$ cat src/cbmm_pkg.sv
// shared types and constants for the console bus memory map
// used by cbmm_ram, cbmm_decode and console_bus_memory_map_core; no dependencies
package cbmm_pkg;

	// internal ram geometry
	localparam int RAM_AW    = 11;
	localparam int RAM_DEPTH = 1 << RAM_AW;
	localparam int RAM_DW    = 8;
	localparam int PAL_AW    = 5;
	localparam int PAL_DEPTH = 1 << PAL_AW;
	localparam int PAL_DW    = 6;

	// target codes on the result channel
	localparam logic [3:0] TGT_CPU_RAM    = 4'd0;
	localparam logic [3:0] TGT_PPU_REG    = 4'd1;
	localparam logic [3:0] TGT_PAD1       = 4'd2;
	localparam logic [3:0] TGT_PAD2       = 4'd3;
	localparam logic [3:0] TGT_PAD_BOTH   = 4'd4;
	localparam logic [3:0] TGT_MAPPER_CPU = 4'd5;
	localparam logic [3:0] TGT_NAMETABLE  = 4'd6;
	localparam logic [3:0] TGT_PALETTE    = 4'd7;
	localparam logic [3:0] TGT_MAPPER_CHR = 4'd8;
	localparam logic [3:0] TGT_UNMAPPED   = 4'd9;

	// access modes
	localparam logic [1:0] MODE_CPU_RD = 2'd0;
	localparam logic [1:0] MODE_CPU_WR = 2'd1;
	localparam logic [1:0] MODE_PPU_RD = 2'd2;
	localparam logic [1:0] MODE_PPU_WR = 2'd3;

	// nametable mirroring modes
	localparam logic [1:0] MIR_VERTICAL   = 2'd0;
	localparam logic [1:0] MIR_HORIZONTAL = 2'd1;
	localparam logic [1:0] MIR_SINGLE_LO  = 2'd2;
	localparam logic [1:0] MIR_SINGLE_HI  = 2'd3;

	// which store serves an access
	typedef enum logic [2:0] {
		KIND_NONE,
		KIND_WRAM,
		KIND_NT,
		KIND_PAL,
		KIND_EXT
	} kind_t;

	// decoded access
	typedef struct packed {
		logic                is_write;
		logic [3:0]          target;
		logic [15:0]         eaddr;
		kind_t               kind;
		logic [RAM_AW-1:0]   wram_addr;
		logic [RAM_AW-1:0]   nt_addr;
		logic [PAL_AW-1:0]   pal_idx;
	} dec_t;

endpackage

$ cat src/cbmm_decode.sv
// address decoder for cpu and ppu bus accesses, including mirroring folds
// depends on cbmm_pkg for codes and the decoded access struct
module cbmm_decode import cbmm_pkg::*; (
	input  logic [1:0]  mode,
	input  logic [15:0] address,
	input  logic [1:0]  mirroring,
	output dec_t        dec
);

	logic [13:0] ppu_addr;
	logic [11:0] nt_off;
	logic [4:0]  pal_raw;

	assign ppu_addr = address[13:0];
	assign nt_off   = ppu_addr[11:0];
	assign pal_raw  = ppu_addr[4:0];

	always_comb begin
		dec.is_write  = mode[0];
		dec.target    = TGT_UNMAPPED;
		dec.eaddr     = address;
		dec.kind      = KIND_NONE;
		dec.wram_addr = address[RAM_AW-1:0];
		dec.nt_addr   = nt_off[RAM_AW-1:0];
		dec.pal_idx   = pal_raw;

		// nametable fold by mirroring mode
		case (mirroring)
			MIR_VERTICAL:   dec.nt_addr = nt_off[10:0];
			MIR_HORIZONTAL: dec.nt_addr = {nt_off[11], nt_off[9:0]};
			MIR_SINGLE_LO:  dec.nt_addr = {1'b0, nt_off[9:0]};
			MIR_SINGLE_HI:  dec.nt_addr = {1'b1, nt_off[9:0]};
			default:        dec.nt_addr = nt_off[10:0];
		endcase

		// backdrop entries of sprite palettes alias the background ones
		if (pal_raw[4] && (pal_raw[1:0] == 2'b00)) begin
			dec.pal_idx = {1'b0, pal_raw[3:0]};
		end

		case (mode)
			MODE_CPU_RD, MODE_CPU_WR: begin
				if (address <= 16'h1FFF) begin
					dec.target = TGT_CPU_RAM;
					dec.kind   = KIND_WRAM;
				end else if (address <= 16'h3FFF) begin
					dec.target = TGT_PPU_REG;
					dec.eaddr  = {13'd0, address[2:0]};
					dec.kind   = KIND_EXT;
				end else if (address == 16'h4016) begin
					dec.target = mode[0] ? TGT_PAD_BOTH : TGT_PAD1;
					dec.kind   = KIND_EXT;
				end else if ((address == 16'h4017) && !mode[0]) begin
					dec.target = TGT_PAD2;
					dec.kind   = KIND_EXT;
				end else if (address >= 16'h4020) begin
					dec.target = TGT_MAPPER_CPU;
					dec.kind   = KIND_EXT;
				end else begin
					dec.target = TGT_UNMAPPED;
					dec.kind   = KIND_NONE;
				end
			end
			MODE_PPU_RD, MODE_PPU_WR: begin
				dec.eaddr = {2'b00, ppu_addr};
				if (ppu_addr <= 14'h1FFF) begin
					dec.target = TGT_MAPPER_CHR;
					dec.kind   = KIND_EXT;
				end else if (ppu_addr <= 14'h3EFF) begin
					dec.target = TGT_NAMETABLE;
					dec.kind   = KIND_NT;
				end else begin
					dec.target = TGT_PALETTE;
					dec.kind   = KIND_PAL;
				end
			end
			default: begin
				dec.target = TGT_UNMAPPED;
				dec.kind   = KIND_NONE;
			end
		endcase
	end

endmodule

$ cat config.mk
export PLATFORM = sky130hd
export DESIGN_NAME = cbmm_decode
export DESIGN_NICKNAME = d
export VERILOG_FILES = /design/src/cbmm_pkg.sv /design/src/cbmm_decode.sv
export SDC_FILE = /design/constraint.sdc
export NUM_CORES = 1
export LEC_CHECK = 0
export BUFFER_PORTS_ARGS = -buffer_cell sky130_fd_sc_hd__buf_2
export CAP_MARGIN = 5
export CORE_MARGIN = 5
export CORE_UTILIZATION = 34
export DETAILED_ROUTE_END_ITERATION = 8
export PLACE_DENSITY = 0.89
export SLEW_MARGIN = 40
export SYNTH_ARGS = -nofsm -noshare
export SYNTH_HDL_FRONTEND = slang
export SYNTH_SLANG_ARGS = --single-unit
$ cat constraint.sdc
create_clock -name vclk -period 1.7
set_clock_uncertainty 0.2 [all_clocks]
set_input_delay 0.34 -clock vclk [all_inputs]
set_output_delay 0.34 -clock vclk [all_outputs]
set_load 0.005 [all_outputs]
# After elaboration in Yosys (flattened, before gate mapping)

Index checks and enable logic that the tools add are counted.

Output and inout port bits: 51
Flip-flop bits (word level): 0
Bits of input ports: 20
Logic and storage cells: 41

Reductions and logical operators: 8
Order comparisons: 5
Eq/ne operators: 8
Multiplexer cells: 20

Operators with widths:

| kind                                                                 | count |
|---|---|
| one-hot mux 23 bit (2 select lines)                                  | 1 |
| one-hot mux 11 bit (4 select lines)                                  | 1 |
| == test 16 x 15 -> 1 bit (second input constant)                     | 2 |
| two-way mux 16 bit                                                   | 2 |
| two-way mux 4 bit                                                    | 6 |
| two-way mux 3 bit                                                    | 7 |
| greater-or-equal comparator 16 x 15 -> 1 bit (second input constant) | 1 |
| less-or-equal comparator 16 x 13 -> 1 bit (second input constant)    | 1 |
| less-or-equal comparator 16 x 14 -> 1 bit (second input constant)    | 1 |
| less-or-equal comparator 14 x 13 -> 1 bit (second input constant)    | 1 |
| less-or-equal comparator 14 bit (second input constant)              | 1 |
| == test 2 bit (second input constant)                                | 4 |
| zero test 2 bit                                                      | 3 |
| two-way mux 5 bit                                                    | 1 |
| == test 2 x 1 -> 1 bit (second input constant)                       | 2 |
| OR reduction 2 bit                                                   | 2 |
| logical AND 1 bit                                                    | 2 |
| two-way mux 1 bit                                                    | 2 |
| zero test 1 bit                                                      | 1 |

# Depth between registers and ports, before layout

Depth in word-level cells: 7
Gate-level depth with buffers: 5
Gate-level depth less buffers: 4

# Least setup slack after synthesis

OpenSTA, ideal clock, no wires.

Kind: input -> output
From: in address[14]
To: out dec[47] (netlist bit)
Arrival time: 1.163 ns
Stages: 4
Data required time: 1.160 ns
Slack: -0.003 ns
Path buffers: 1
Path through: buf_2 > nor2b_1 > or3b_1 > o21bai_1

RTL lines:

| element            | RTL line         | text |
|---|---|---|
| start: declaration | cbmm_decode.sv:5 | `input logic [15:0] address,` |
| end: declaration   | cbmm_decode.sv:7 | `output dec_t dec` |

==> run summary <==
The region available for standard cell placement spans 0.00152 sq mm. The number of ports placed on the die boundary came out at 71. The endpoint class of the critical path is a primary output. The final number of setup-violating endpoints is 5. Data on the critical path arrives at its endpoint at 1450 ps. On the final layout, the worst hold slack is 663 ps. The worst-case IR drop observed on VDD is 0.000139 V.

The library cells used most frequently in the layout, excluding fill and tap cells, are sky130_fd_sc_hd__buf_2 (63), sky130_fd_sc_hd__buf_4 (17), sky130_fd_sc_hd__nor2b_1 (10). The maximum fanout encountered on the critical timing path is 4. The diode insertion count for antenna repair is 0. The max-slew violation total from the final report came out at 0.

The vias per cell is 4.91. The design has 0 sequential cells. The overall global routing resource usage is 15.8%. In the final design database the tool counted 157 nets. The number of hold-slack violations in the final timing report came to 0. The initial antenna violation count was 0.

The starting density of the core came out at 36.2%. The routed design has 2190 um of wire. The checks that failed: setup timing. The hold buffer count at CTS came out at 0. The number of nets in the synthesized netlist is 98. The post-route core utilization came out at 64.9%.

The number of instances in the placed design came out at 150. The commonest non-fill, non-tap cell in the layout is sky130_fd_sc_hd__buf_2. The total number of yosys warnings is 0. For this run, design rule violations remaining after detail routing come to 0.

In this run the cell area measured after placement is 841 sq um. The sum of overflow across all layers after global routing is 0. During placement, the flow inserted port buffers numbering 71. Setup repair after global routing could not meet its margin everywhere. Registers take 0 sq um.

The worst-case setup margin in the final layout is -287 ps. For this run, the detailed router's first-pass iteration total came to 2. The standard-cell row count came out at 14. The count of nets left with antenna violations once routing finished came out at 0.

The overall via count from detail_route is 742. The clock buffer instance count of the final layout came out at 0. The largest net degree at the start of global routing came out at 11. The relative slew slack came out at 82.0%. The routed wirelength normalized by instance count came out at 14.5 um. The classification of the worst setup path is input pin to primary output. The average footprint of a synthesized cell came out at 7.07 sq um. The count of fill cells added during filler insertion is 110.

The peak clock frequency supported by timing came out at 0.503 GHz. The static leakage came out at 0.535 nW. The area occupied by multi-input gates is 393 sq um. Across the run, the number of max-cap violations was 0. The count of cell types in the netlist came out at 28.

The final standard cell area without fillers is 988 sq um. For the pin with the worst max-slew slack, the measured transition is 268 ps. The non-filler instance count after layout came out at 151. The class of the most critical hold timing path is input pin to primary output.

The completed layout was analyzed and its total power is 0.234 mW. The fraction of layout cells with a size suffix above 1 came out at 77.0%. The flow ran to the end, but the final reports show violations.

The signed area change from the synthesized netlist to the final layout is 79.1%. The launching element type of the critical path is an input pin. The final worst-path cycle share is 117%.

The y dimension of the die is 50.3 um. Power spread over the standard cell area amounts to 237 mW/mm^2. The HPWL after detailed placement came out at 1720 um. The total standard cell area after synthesis is 552 sq um. The gate count of the mapped netlist came out at 78. The global-route wire length before repair is 3320 um.

The area of the die came out at 0.00253 sq mm. The sequential element share of the synthesized area is 0%. The data required time of the critical path is 1160 ps. The detailed router finished its first iteration with 5 violations. The last weighted congestion value of the routability-driven placer is 0.770.

The chip width came out at 50.3 um. The number of global-route vias before repair came to 770. The minimum clock period came out at 1990 ps.
-- through the flow --
| stage | setup slack (ps) | setup TNS, ps |
|---|---|---|
| global route | -353 | -1600 |
| floorplan | 8.78 | 0 |
| finish | -287 | -1220 |
| global placement | -251 | -2780 |
| CTS | -297 | -1230 |
| detailed placement | -314 | -3160 |
-- area by class of cell --
cell class	count	share of cell area, %
timing repair buffer	90	57.8
inverter	1	0.380
multi-input combinational	44	39.7
tap	16	2.03
-- cell families after synthesis --
kind of cell    after synthesis  synth area share, %
compound gates                8                 9.98
buf+inv                      34                 43.5
mux                           1                 1.81
simple gates                 35                 44.7
-- critical path, cell delays in order --
cell and delay [ps]:
sky130_fd_sc_hd__buf_8 100, sky130_fd_sc_hd__nor4_4 320, sky130_fd_sc_hd__nand3_4 160, sky130_fd_sc_hd__nor4_4 310
sky130_fd_sc_hd__a21o_1 110, sky130_fd_sc_hd__buf_2 100
-- metal layers --
layer | up-vias | global-route usage [%] | wire length (um)
li1 | 351 | - | -
met1 | 330 | 15.6 | 736
met2 | 53 | 32.0 | 1130
met3 | 8 | 2.37 | 226
met4 | 0 | 5.24 | 91
met5 | - | 0 | 0
-- cell usage after synthesis (all sizes together), types with 2 or more instances --
master | instances | share of area (%)
nor4 | 5 | 11
and2 | 2 | 2.3
o21ai | 2 | 1.8
buf | 32 | 42
nand2b | 3 | 3.4
nor2b | 12 | 14
nor2 | 4 | 2.7
nor3 | 3 | 2.7
-- report_power, final --
| group | leakage, nW | total [mW] | internal (mW) | switching, mW |
|---|---|---|---|---|
| Combinational | 0.535 | 0.234 | 0.131 | 0.104 |
| Sequential | 0 | 0 | 0 | 0 |
| Clock | 0 | 0 | 0 | 0 |
-- path summary, 6_finish.rpt --
check	startpoint	endpoint	cells past startpoint
worst min-delay path	address[7]	dec[12]	2
worst max-delay path	address[10]	dec[49]	6
-- what timing repair did --
item	4_1_cts	5_1_grt
setup buffers	1	1
gates resized for setup	20	14
endpoints found under the setup margin	16	17
cloned	0	0
pin swaps	9	5
Power figures use the tool's default switching activity.
